## config.mk

```make
export PLATFORM = sky130hd
export DESIGN_NAME = x86_16_mov_byte_decoder
export DESIGN_NICKNAME = d
export VERILOG_FILES = /design/src/rtl/core/x86mov_pkg.sv /design/src/rtl/core/x86_16_mov_byte_decoder.sv
export SDC_FILE = /design/constraint.sdc
export NUM_CORES = 1
export LEC_CHECK = 0
export BUFFER_PORTS_ARGS = -buffer_cell sky130_fd_sc_hd__buf_2
export CAP_MARGIN = 5
export CORE_MARGIN = 2
export CORE_UTILIZATION = 40
export CTS_BUF_LIST = sky130_fd_sc_hd__clkbuf_16
export DETAILED_ROUTE_END_ITERATION = 8
export GPL_TIMING_DRIVEN = 1
export HOLD_SLACK_MARGIN = 0.02
export PLACE_DENSITY = 0.65
export SYNTH_ARGS = -nofsm -noshare
export SYNTH_HDL_FRONTEND = slang
export SYNTH_SLANG_ARGS = --single-unit
```

## constraint.sdc

```tcl
create_clock -name clk -period 8.4 [get_ports clk]
set_input_delay 1.26 -clock clk [delete_from_list [all_inputs] [get_ports clk]]
set_output_delay 1.26 -clock clk [all_outputs]
set_load 0.01 [all_outputs]
```

## src/rtl/core/x86mov_pkg.sv

```systemverilog
// x86mov_pkg: shared codes and opcode patterns for the 8086 mov byte decoder
// no dependencies; used by the decoder top level and its checker
`default_nettype none

package x86mov_pkg;

    // record kinds
    typedef enum logic [2:0] {
        KIND_REGMEM = 3'd0,
        KIND_IMMRM  = 3'd1,
        KIND_IMMREG = 3'd2,
        KIND_MEMACC = 3'd3,
        KIND_ACCMEM = 3'd4,
        KIND_BAD    = 3'd5
    } op_kind_t;

    // first-byte opcode patterns
    localparam logic [5:0] OPC_REGMEM = 6'b100010;
    localparam logic [3:0] OPC_IMMREG = 4'b1011;
    localparam logic [6:0] OPC_IMMRM  = 7'b1100011;
    localparam logic [6:0] OPC_MEMACC = 7'b1010000;
    localparam logic [6:0] OPC_ACCMEM = 7'b1010001;

    // mod and r/m codes with special meaning
    localparam logic [1:0] MOD_MEM    = 2'd0;
    localparam logic [1:0] MOD_DISP8  = 2'd1;
    localparam logic [1:0] MOD_DISP16 = 2'd2;
    localparam logic [1:0] MOD_REG    = 2'd3;
    localparam logic [2:0] RM_DIRECT  = 3'd6;

    localparam int unsigned MAX_LENGTH = 6;

endpackage

`default_nettype wire

```

## src/rtl/core/x86_16_mov_byte_decoder.sv

```systemverilog
// x86_16_mov_byte_decoder: decodes the five 8086 mov forms from a byte stream
// depends on x86mov_pkg
//
//  channel | signals                                   | role
//  in      | in_valid, in_ready, code_byte             | one code byte per word
//  out     | out_valid, out_ready, op_kind .. length   | one decoded record per word
//
// one byte is taken per cycle while in_ready is high; a record appears in the cycle after its last byte
// the record sits in an output register, and in_ready stays high while it is
// being taken, so a stream of bytes flows without gaps
// out_ready low with a record waiting holds in_ready low
// reset clears the partial instruction and drops any waiting record
`default_nettype none

module x86_16_mov_byte_decoder (
    input  wire logic        clk,
    input  wire logic        rst_n,
    input  wire logic        in_valid,
    output logic             in_ready,
    input  wire logic [7:0]  code_byte,
    output logic             out_valid,
    input  wire logic        out_ready,
    output logic [2:0]       op_kind,
    output logic             wide,
    output logic             to_reg,
    output logic [1:0]       mode_bits,
    output logic [2:0]       reg_code,
    output logic [2:0]       rm_code,
    output logic             direct_address,
    output logic [15:0]      displacement,
    output logic [15:0]      immediate,
    output logic [2:0]       length
);
    import x86mov_pkg::*;

    // partial instruction state
    logic [2:0] byte_index_reg, byte_index_next;
    op_kind_t   kind_held_reg, kind_held_next;
    logic       wide_held_reg, wide_held_next;
    logic       dir_held_reg, dir_held_next;
    logic [1:0] mode_held_reg, mode_held_next;
    logic [2:0] reg_held_reg, reg_held_next;
    logic [2:0] rm_held_reg, rm_held_next;
    logic [7:0] disp_low_reg, disp_low_next;
    logic [7:0] disp_high_reg, disp_high_next;
    logic [7:0] data_low_reg, data_low_next;

    // output record registers
    logic        out_valid_reg;
    logic [2:0]  op_kind_reg, op_kind_next;
    logic        wide_reg, wide_next;
    logic        to_reg_reg, to_reg_next;
    logic [1:0]  mode_bits_reg, mode_bits_next;
    logic [2:0]  reg_code_reg, reg_code_next;
    logic [2:0]  rm_code_reg, rm_code_next;
    logic        direct_reg, direct_next;
    logic [15:0] disp_reg, disp_next;
    logic [15:0] imm_reg, imm_next;
    logic [2:0]  length_reg, length_next;

    logic       accept;
    logic       done;
    logic       modrm_kind;
    logic [2:0] hdr;
    logic [2:0] nd_held;
    logic [2:0] nd_new;
    logic [2:0] nd_data;
    logic [2:0] t_off;
    logic [2:0] len;
    logic [7:0] data_high;

    // displacement byte count for a kind and mod/rm
    function automatic logic [2:0] disp_count(op_kind_t k, logic [1:0] m, logic [2:0] r);
        logic [2:0] n;
        n = 3'd0;
        if (k == KIND_MEMACC || k == KIND_ACCMEM)
        begin
            n = 3'd2;
        end
        else if (k == KIND_REGMEM || k == KIND_IMMRM)
        begin
            if (m == MOD_DISP8)
                n = 3'd1;
            else if (m == MOD_DISP16)
                n = 3'd2;
            else if (m == MOD_MEM && r == RM_DIRECT)
                n = 3'd2;
        end
        return n;
    endfunction

    assign accept   = in_valid && in_ready;
    assign in_ready = !out_valid_reg || out_ready;

    // byte decode and next state
    always_comb
    begin
        byte_index_next = byte_index_reg;
        kind_held_next  = kind_held_reg;
        wide_held_next  = wide_held_reg;
        dir_held_next   = dir_held_reg;
        mode_held_next  = mode_held_reg;
        reg_held_next   = reg_held_reg;
        rm_held_next    = rm_held_reg;
        disp_low_next   = disp_low_reg;
        disp_high_next  = disp_high_reg;
        data_low_next   = data_low_reg;
        data_high       = 8'd0;
        done            = 1'b0;
        modrm_kind      = (kind_held_reg == KIND_REGMEM) || (kind_held_reg == KIND_IMMRM);
        hdr             = modrm_kind ? 3'd2 : 3'd1;
        nd_held         = disp_count(kind_held_reg, mode_held_reg, rm_held_reg);
        t_off           = byte_index_reg - hdr;
        nd_new          = 3'd0;
        nd_data         = 3'd0;
        len             = 3'd1;

        op_kind_next   = KIND_BAD;
        wide_next      = 1'b0;
        to_reg_next    = 1'b0;
        mode_bits_next = 2'd0;
        reg_code_next  = 3'd0;
        rm_code_next   = 3'd0;
        direct_next    = 1'b0;
        disp_next      = 16'd0;
        imm_next       = 16'd0;
        length_next    = 3'd1;

        if (byte_index_reg == 3'd0)
        begin
            // opcode byte
            byte_index_next = 3'd1;
            if (code_byte[7:2] == OPC_REGMEM)
            begin
                kind_held_next = KIND_REGMEM;
                dir_held_next  = code_byte[1];
                wide_held_next = code_byte[0];
            end
            else if (code_byte[7:1] == OPC_IMMRM)
            begin
                kind_held_next = KIND_IMMRM;
                wide_held_next = code_byte[0];
            end
            else if (code_byte[7:4] == OPC_IMMREG)
            begin
                kind_held_next = KIND_IMMREG;
                wide_held_next = code_byte[3];
                reg_held_next  = code_byte[2:0];
            end
            else if (code_byte[7:1] == OPC_MEMACC)
            begin
                kind_held_next = KIND_MEMACC;
                wide_held_next = code_byte[0];
            end
            else if (code_byte[7:1] == OPC_ACCMEM)
            begin
                kind_held_next = KIND_ACCMEM;
                wide_held_next = code_byte[0];
            end
            else
            begin
                byte_index_next = 3'd0;
                done            = 1'b1;
            end
        end
        else
        begin
            // mod-r/m, displacement or data byte
            if (modrm_kind && byte_index_reg == 3'd1)
            begin
                mode_held_next = code_byte[7:6];
                reg_held_next  = code_byte[5:3];
                rm_held_next   = code_byte[2:0];
            end
            else if (byte_index_reg >= hdr)
            begin
                if (t_off < nd_held)
                begin
                    if (t_off == 3'd0)
                        disp_low_next = code_byte;
                    else
                        disp_high_next = code_byte;
                end
                else if (t_off == nd_held)
                begin
                    data_low_next = code_byte;
                end
                else
                begin
                    data_high = code_byte;
                end
            end

            nd_new = disp_count(kind_held_reg, mode_held_next, rm_held_next);
            if (kind_held_reg == KIND_IMMRM || kind_held_reg == KIND_IMMREG)
                nd_data = {2'b00, wide_held_reg} + 3'd1;
            len = hdr + nd_new + nd_data;

            if ({1'b0, byte_index_reg} + 4'd1 < {1'b0, len})
            begin
                byte_index_next = byte_index_reg + 3'd1;
            end
            else
            begin
                done            = 1'b1;
                byte_index_next = 3'd0;
                op_kind_next    = kind_held_reg;
                wide_next       = wide_held_reg;
                length_next     = len;
                if (nd_new == 3'd1)
                    disp_next = {{8{disp_low_next[7]}}, disp_low_next};
                else if (nd_new == 3'd2)
                    disp_next = {disp_high_next, disp_low_next};
                if (nd_data != 3'd0)
                    imm_next = {data_high, data_low_next};
                case (kind_held_reg)
                    KIND_REGMEM, KIND_IMMRM:
                    begin
                        to_reg_next    = (kind_held_reg == KIND_REGMEM) ? dir_held_reg : 1'b0;
                        mode_bits_next = mode_held_next;
                        reg_code_next  = reg_held_next;
                        rm_code_next   = rm_held_next;
                        direct_next    = (mode_held_next == MOD_MEM)
                                         && (rm_held_next == RM_DIRECT);
                    end
                    KIND_IMMREG:
                    begin
                        to_reg_next    = 1'b1;
                        mode_bits_next = MOD_REG;
                        reg_code_next  = reg_held_reg;
                    end
                    default:
                    begin
                        to_reg_next  = (kind_held_reg == KIND_MEMACC);
                        rm_code_next = RM_DIRECT;
                        direct_next  = 1'b1;
                    end
                endcase
            end
        end

        // a finished instruction leaves a clean state
        if (done)
        begin
            kind_held_next = KIND_REGMEM;
            wide_held_next = 1'b0;
            dir_held_next  = 1'b0;
            mode_held_next = 2'd0;
            reg_held_next  = 3'd0;
            rm_held_next   = 3'd0;
            disp_low_next  = 8'd0;
            disp_high_next = 8'd0;
            data_low_next  = 8'd0;
        end
    end

    // state registers
    always_ff @(posedge clk or negedge rst_n)
    begin
        if (!rst_n)
        begin
            byte_index_reg <= 3'd0;
            kind_held_reg  <= KIND_REGMEM;
            wide_held_reg  <= 1'b0;
            dir_held_reg   <= 1'b0;
            mode_held_reg  <= 2'd0;
            reg_held_reg   <= 3'd0;
            rm_held_reg    <= 3'd0;
            disp_low_reg   <= 8'd0;
            disp_high_reg  <= 8'd0;
            data_low_reg   <= 8'd0;
        end
        else if (accept)
        begin
            byte_index_reg <= byte_index_next;
            kind_held_reg  <= kind_held_next;
            wide_held_reg  <= wide_held_next;
            dir_held_reg   <= dir_held_next;
            mode_held_reg  <= mode_held_next;
            reg_held_reg   <= reg_held_next;
            rm_held_reg    <= rm_held_next;
            disp_low_reg   <= disp_low_next;
            disp_high_reg  <= disp_high_next;
            data_low_reg   <= data_low_next;
        end
    end

    // output word valid
    always_ff @(posedge clk or negedge rst_n)
    begin
        if (!rst_n)
            out_valid_reg <= 1'b0;
        else if (accept && done)
            out_valid_reg <= 1'b1;
        else if (out_ready)
            out_valid_reg <= 1'b0;
    end

    // output record payload
    always_ff @(posedge clk)
    begin
        if (accept && done)
        begin
            op_kind_reg   <= op_kind_next;
            wide_reg      <= wide_next;
            to_reg_reg    <= to_reg_next;
            mode_bits_reg <= mode_bits_next;
            reg_code_reg  <= reg_code_next;
            rm_code_reg   <= rm_code_next;
            direct_reg    <= direct_next;
            disp_reg      <= disp_next;
            imm_reg       <= imm_next;
            length_reg    <= length_next;
        end
    end

    assign out_valid      = out_valid_reg;
    assign op_kind        = op_kind_reg;
    assign wide           = wide_reg;
    assign to_reg         = to_reg_reg;
    assign mode_bits      = mode_bits_reg;
    assign reg_code       = reg_code_reg;
    assign rm_code        = rm_code_reg;
    assign direct_address = direct_reg;
    assign displacement   = disp_reg;
    assign immediate      = imm_reg;
    assign length         = length_reg;

endmodule

`default_nettype wire

```

## Word level (Yosys, flattened, before mapping)

Cells that the tools add are included.

| cells by class | value |
|---|---|
| add/sub/neg operators | 6 |
| multiply operators | 0 |
| div/mod/pow operators | 0 |
| $lt $le $gt $ge | 3 |
| eq/ne operators | 23 |
| shifts and indexed selects | 0 |
| multiplexer cells | 87 |
| bitwise logic cells | 2 |
| reductions and logical operators | 28 |

Operator list:

| kind | number |
|---|---|
| 8-bit two-way mux | 18 |
| 3-bit two-way mux | 22 |
| 16-bit two-way mux | 2 |
| 2-bit two-way mux | 15 |
| 1-bit two-way mux | 25 |
| 7-bit equality test (second input constant) | 3 |
| 3-bit one-hot mux with 2 select lines | 2 |
| 3-bit by 1-bit equality test with 1-bit output (second input constant) | 3 |
| 3-bit by 2-bit equality test with 1-bit output (second input constant) | 3 |
| 3-bit equality test (second input constant) | 3 |
| 3-bit zero test | 3 |
| 7-bit OR reduction | 1 |
| 6-bit equality test (second input constant) | 1 |
| 3-bit inequality test (second input constant) | 2 |
| 3-bit AND reduction | 2 |
| 2-bit nonzero test | 3 |
| 6-bit nonzero test | 1 |
| 1-bit logical AND | 5 |
| 3-bit by 1-bit adder with 4-bit output (second input constant) | 1 |
| 2-bit by 1-bit equality test with 1-bit output (second input constant) | 2 |
| 2-bit equality test (second input constant) | 2 |
| 4-bit equality test (second input constant) | 1 |
| 2-bit zero test | 2 |
| 1-bit logical OR | 4 |
| 20 further kinds | 23 |

| storage, ports and cells | value |
|---|---|
| flip-flop bits (word level) | 90 |
| bits in latches | 0 |
| RAM bits | 0 |
| memory bits (read-only) | 0 |
| output and inout bits | 51 |
| word-level logic and storage cells | 171 |
| memories | 0 |

## Logic depth before layout (Yosys ltp)

| logic depth | value |
|---|---|
| depth after elaboration | 20 |
| gate-level depth with buffers | 18 |
| gate-level depth less buffers | 16 |

## Worst setup path after synthesis

OpenSTA, ideal clock, no wires.

| path | value |
|---|---|
| path type | input-to-reg |
| start | input code_byte[6] |
| end | register direct_reg (netlist: direct_address), enable pin |
| arrival time | 6.042 ns |
| path slack | 1.902 ns |
| stages on the path | 14 |
| path through | buf_2 and3b_1 a211oi_1 a21boi_4 nor2_1 fa_1 inv_1 ha_1 xor2_1 ha_1 inv_1 o21ai_1 nor2_1 nor2_1 |

| on the way | value |
|---|---|
| longest elaborated chain between the ends | 16 |

Ends and longest elaborated chain:

| item | RTL line | text |
|---|---|---|
| start, declared | x86_16_mov_byte_decoder.sv:20 | `input wire logic [7:0] code_byte,` |
| 2-bit two-way mux | x86_16_mov_byte_decoder.sv:169 | `if (modrm_kind && byte_index_reg == 3'd1)` |
| 2-bit two-way mux | x86_16_mov_byte_decoder.sv:129 | `if (byte_index_reg == 3'd0)` |
| 2-bit zero test | x86_16_mov_byte_decoder.sv:86 | `else if (m == MOD_MEM && r == RM_DIRECT)` |
| 1-bit logical AND | x86_16_mov_byte_decoder.sv:86 |  |
| 2-bit two-way mux | x86_16_mov_byte_decoder.sv:86 |  |
| 2-bit two-way mux | x86_16_mov_byte_decoder.sv:84 | `else if (m == MOD_DISP16)` |
| 2-bit two-way mux | x86_16_mov_byte_decoder.sv:82 | `if (m == MOD_DISP8)` |
| 2-bit two-way mux | x86_16_mov_byte_decoder.sv:80 | `else if (k == KIND_REGMEM \|\| k == KIND_IMMRM)` |
| 2-bit two-way mux | x86_16_mov_byte_decoder.sv:76 | `if (k == KIND_MEMACC \|\| k == KIND_ACCMEM)` |
| 3-bit two-way mux | x86_16_mov_byte_decoder.sv:129 |  |
| 2-bit by 3-bit adder with 3-bit output | x86_16_mov_byte_decoder.sv:197 | `len = hdr + nd_new + nd_data;` |
| 3-bit adder | x86_16_mov_byte_decoder.sv:197 |  |
| 4-bit by 3-bit less-than comparator with 1-bit output | x86_16_mov_byte_decoder.sv:199 | `if ({1'b0, byte_index_reg} + 4'd1 < {1'b0, len})` |
| 1-bit two-way mux | x86_16_mov_byte_decoder.sv:199 |  |
| 1-bit two-way mux (*) | x86_16_mov_byte_decoder.sv:129 |  |
| 1-bit logical AND (*) | x86_16_mov_byte_decoder.sv:302 | `if (accept && done)` |
| end signal, assigned | x86_16_mov_byte_decoder.sv:310 | `direct_reg <= direct_next;` |
| end, declared | x86_16_mov_byte_decoder.sv:56 | `logic direct_reg, direct_next;` |

Mark *: on every way between the ends. The rest lies on a longest branch, timed or not. The select of a mux whose other input is x is not followed.
A chain may end at the register's enable or synchronous reset.

## Final worst setup path

| path | value |
|---|---|
| start | register byte_index_reg[1] |
| end | register disp_reg[12] (netlist: displacement[12]), enable pin |

| on the way | value |
|---|---|
| longest elaborated chain between the ends | 18 |

Ends and longest elaborated chain:

| item | RTL line | text |
|---|---|---|
| start, declared | x86_16_mov_byte_decoder.sv:37 | `logic [2:0] byte_index_reg, byte_index_next;` |
| start signal, assigned | x86_16_mov_byte_decoder.sv:275 | `byte_index_reg <= byte_index_next;` |
| 3-bit by 1-bit equality test with 1-bit output | x86_16_mov_byte_decoder.sv:169 |  |
| 1-bit logical AND | x86_16_mov_byte_decoder.sv:169 |  |
| 3-bit two-way mux or 2-bit two-way mux (tied branches) | x86_16_mov_byte_decoder.sv:169 |  |
| 3-bit two-way mux or 2-bit two-way mux (tied branches) | x86_16_mov_byte_decoder.sv:129 |  |
| 3-bit equality test or 2-bit zero test (tied branches) | x86_16_mov_byte_decoder.sv:86 |  |
| 1-bit logical AND | x86_16_mov_byte_decoder.sv:86 |  |
| 2-bit two-way mux | x86_16_mov_byte_decoder.sv:86 |  |
| 2-bit two-way mux | x86_16_mov_byte_decoder.sv:84 |  |
| [2 not listed] | -- |  |
| 2-bit two-way mux | x86_16_mov_byte_decoder.sv:76 |  |
| 3-bit two-way mux | x86_16_mov_byte_decoder.sv:129 |  |
| 2-bit by 3-bit adder with 3-bit output | x86_16_mov_byte_decoder.sv:197 |  |
| 3-bit adder | x86_16_mov_byte_decoder.sv:197 |  |
| 4-bit by 3-bit less-than comparator with 1-bit output | x86_16_mov_byte_decoder.sv:199 |  |
| 1-bit two-way mux | x86_16_mov_byte_decoder.sv:199 |  |
| 1-bit two-way mux (*) | x86_16_mov_byte_decoder.sv:129 |  |
| 1-bit logical AND (*) | x86_16_mov_byte_decoder.sv:302 |  |
| end signal, assigned | x86_16_mov_byte_decoder.sv:311 | `disp_reg <= disp_next;` |
| end, declared | x86_16_mov_byte_decoder.sv:57 | `logic [15:0] disp_reg, disp_next;` |

Marks and branches as above.

==> impl_results.md <==
- Status: finished with violations
- Failing checks: DRC
- Final hold vios: 0
- Max Clk Rate: approximately 0.18 GHz
- Yosys Warn Count: 0
- Rel. slew slack: around 26%
- Initial DRC count: 240
- Fin cells: ~620
- IO Port Bufs: just over 60
- Total Routing Usage GR: 19.0%
- RR Startpoint: byte_index_reg[1]
- # IOs: 63
- Largest area contributor in the netlist: edfxtp_1
- Clock sink count: 90
- Core area: about 0.012 mm^2
- Die H: between 100 and 150 um
- R2r endpoint: displacement[12]
- Root Driver: clkbuf_16
- PD cells: about 390 mW/mm^2
- Maximum vdd drop: approximately 0.00023 V
- # DRC: 6
- Number of global-route vias before repair: 3528
- Worst Path Max Fanout: 36
- Cell count after synthesis: between 400 and 500
- Crit path from: byte_index_reg[1]
- Max Slew Vio Count: 0
- Final critical-path share of the clock period: between 60% and 70%
- Synth unique cells: 64
- # H-tree levels: 3
- RSZ-0062 raised after global routing: false
- Post-Route WL: approximately 12 mm
- Antenna diode count: 0
- Most frequent cells after synthesis: edfxtp_1 (49), dfrtp_1 (41), nand2_1 (37)
- Hold Buf Count CTS: 0
- Via count: 3597
- P_leak: approximately 2.2 nW
- Largest net degree at the start of global routing: 42
- RD Place Congestion: 0.832
- Net Count, Synth: 451
- FP Rows: 39
- CP required: roughly 8400 ps
- Post-Syn Area: between 0.004 and 0.005 mm^2
- Final setup vio count: 0
- Post-CTS resize count: 0
- Avg Synthesized Cell Area: ~11 um^2
- Area contributors post-synth: edfxtp_1 (31%), dfrtp_1 (22%), a22o_1 (3.7%)
- Post-layout minimum cycle time: ~5600 ps
- Worst R2R Setup Slack: roughly 2800 ps
- Part of the Yosys area used for sequential elements: around 52%
- TNS Setup: 0 ps
- Ys flop type: edfxtp_1
- DP Cell Count: slightly above 600
- Worst Setup Path Type: reg -> reg
- Worst-Skew Late Latency: about 340 ps
- MaxCap Viol Count: 0
- CTS buffer count: 9
- Share of cells above drive strength 1: 20.2%
- Routed len/inst: around 19 um
- First-pass detailed-route iteration total: 6
- CTS max path bufs: 2
- Total global routing overflow: 0
- Die ar.: around 0.013 mm^2
- Starting density of the core: around two fifths
- Worst Setup End Kind: register
- CTS tree: yes
- FFs w/ async S/R, synth: ~46%
- EDFF count, synth: between 40 and 50
- First-pass GRT wire length: 18.8 mm
- Total power: 2.11 mW
- Worst-path clk slew: ~60 ps
- Via density: approximately 5.8
- Antenna viol nets, final: 0
- Worst Clk Skew: 9.42 ps
- Most common cell in the netlist: edfxtp_1
- Die Span X: 113 um
- Crit path DAT: 5590 ps
- Worst hold path type: reg -> reg
- Worst slew pin tran: ~1100 ps
- Hpwl dp: slightly above 8 mm
- Initial antenna violation count: 0
- Reg2Reg Depth: 16
- Startpoint Class: register
- Area Growth Syn to Fin: 13.9%
- End point of the critical path: displacement[12]
- Number of synthesized register bits: 90
- Post-CTS setup buffer count: 0
- Post-synth top area share: a little under a third
- Nets@finish: roughly 500
## worst min path at each step
stage | startpoint | endpoint | slack, ps | depth (start not counted)
global placement | disp_high_reg[6] | disp_high_reg[6] | 460 | 1
finish | disp_high_reg[2] | disp_high_reg[2] | 480 | 1
CTS | disp_high_reg[2] | disp_high_reg[2] | 480 | 1
detailed placement | disp_high_reg[1] | disp_high_reg[1] | 470 | 1
global route | disp_high_reg[3] | disp_high_reg[3] | 500 | 1
floorplan | disp_high_reg[0] | disp_high_reg[0] | 450 | 1
## cells by family after synthesis
kind of cell	Yosys count	synth area share [%]
muxes	16	3.65
DFF	90	52.4
and+or+nand+nor	143	16.6
adders and majority gates	13	3.89
buffers and inverters	43	3.97
AOI/OAI and AO/OA	117	18.8
xor gates and xnor gates	4	0.736
## stage by stage
| step | area (um^2) | hold WS, ps | utilization, % | setup WS [ps] |
|---|---|---|---|---|
| 2_1_floorplan | 4760 | 449 | - | 1900 |
| 3_3_place_gp | 5170 | 459 | 44.9 | 2860 |
| 3_5_place_dp | 5170 | 468 | 44.9 | 2660 |
| 4_1_cts | 5420 | 483 | 47.1 | 2790 |
| 5_1_grt | 5420 | 505 | 47.1 | 2410 |
| 6_report | 5420 | 482 | 47.1 | 2790 |
## layer usage
metal / vias to the layer above / routed length [um] / GRT usage (%)
met5: - / 0 / 0
met4: 0 / 231 / 9.02
met3: 17 / 562 / 2.36
met2: 107 / 5750 / 31.1
met1: 1782 / 5160 / 25.3
li1: 1691 / - / -
## critical path: stages, from the launching register on
cell and delay (ps):
dfrtp_1 460, inv_1 110, ha_1 200, or4b_1 760
mux2i_4 340, a21boi_4 360, nor2_1 110, fa_1 520
inv_1 40, ha_1 200, xor2_1 180, ha_1 280
inv_1 60, o21ai_1 500, nor2_1 200, nor2_4 410
buf_4 490
## cells in the final DEF (no fill, tap or decap), types with 5 or more instances in the layout
cell type,count
ha_1,10
mux2i_1,14
and2_1,11
o211ai_1,6
nor2b_1,6
o2bb2ai_1,14
nor2_1,33
nand2_1,37
nand2b_1,6
dfrtp_1,41
nor3_1,8
nand4_1,7
a22o_1,20
edfxtp_1,49
buf_2,62
buf_4,5
clkbuf_16,9
inv_1,20
a21oi_1,31
o31ai_1,7
a21o_1,8
## final cells by class
type                       count  area, um^2
clock buffer                   9         225
fill                        1069        6090
timing repair buffer          67         348
tap                          143         179
multi-input combinational    293        2090
clock inverter                 7        27.5
inverter                      15        56.3
sequential                    90        2500
## report_power, final
group          switching (mW)  total (mW)  internal (mW)
clock                   0.158       0.351          0.193
sequential             0.0620       0.732          0.670
combinational           0.711        1.03          0.319
Power figures use the tool's default switching activity.
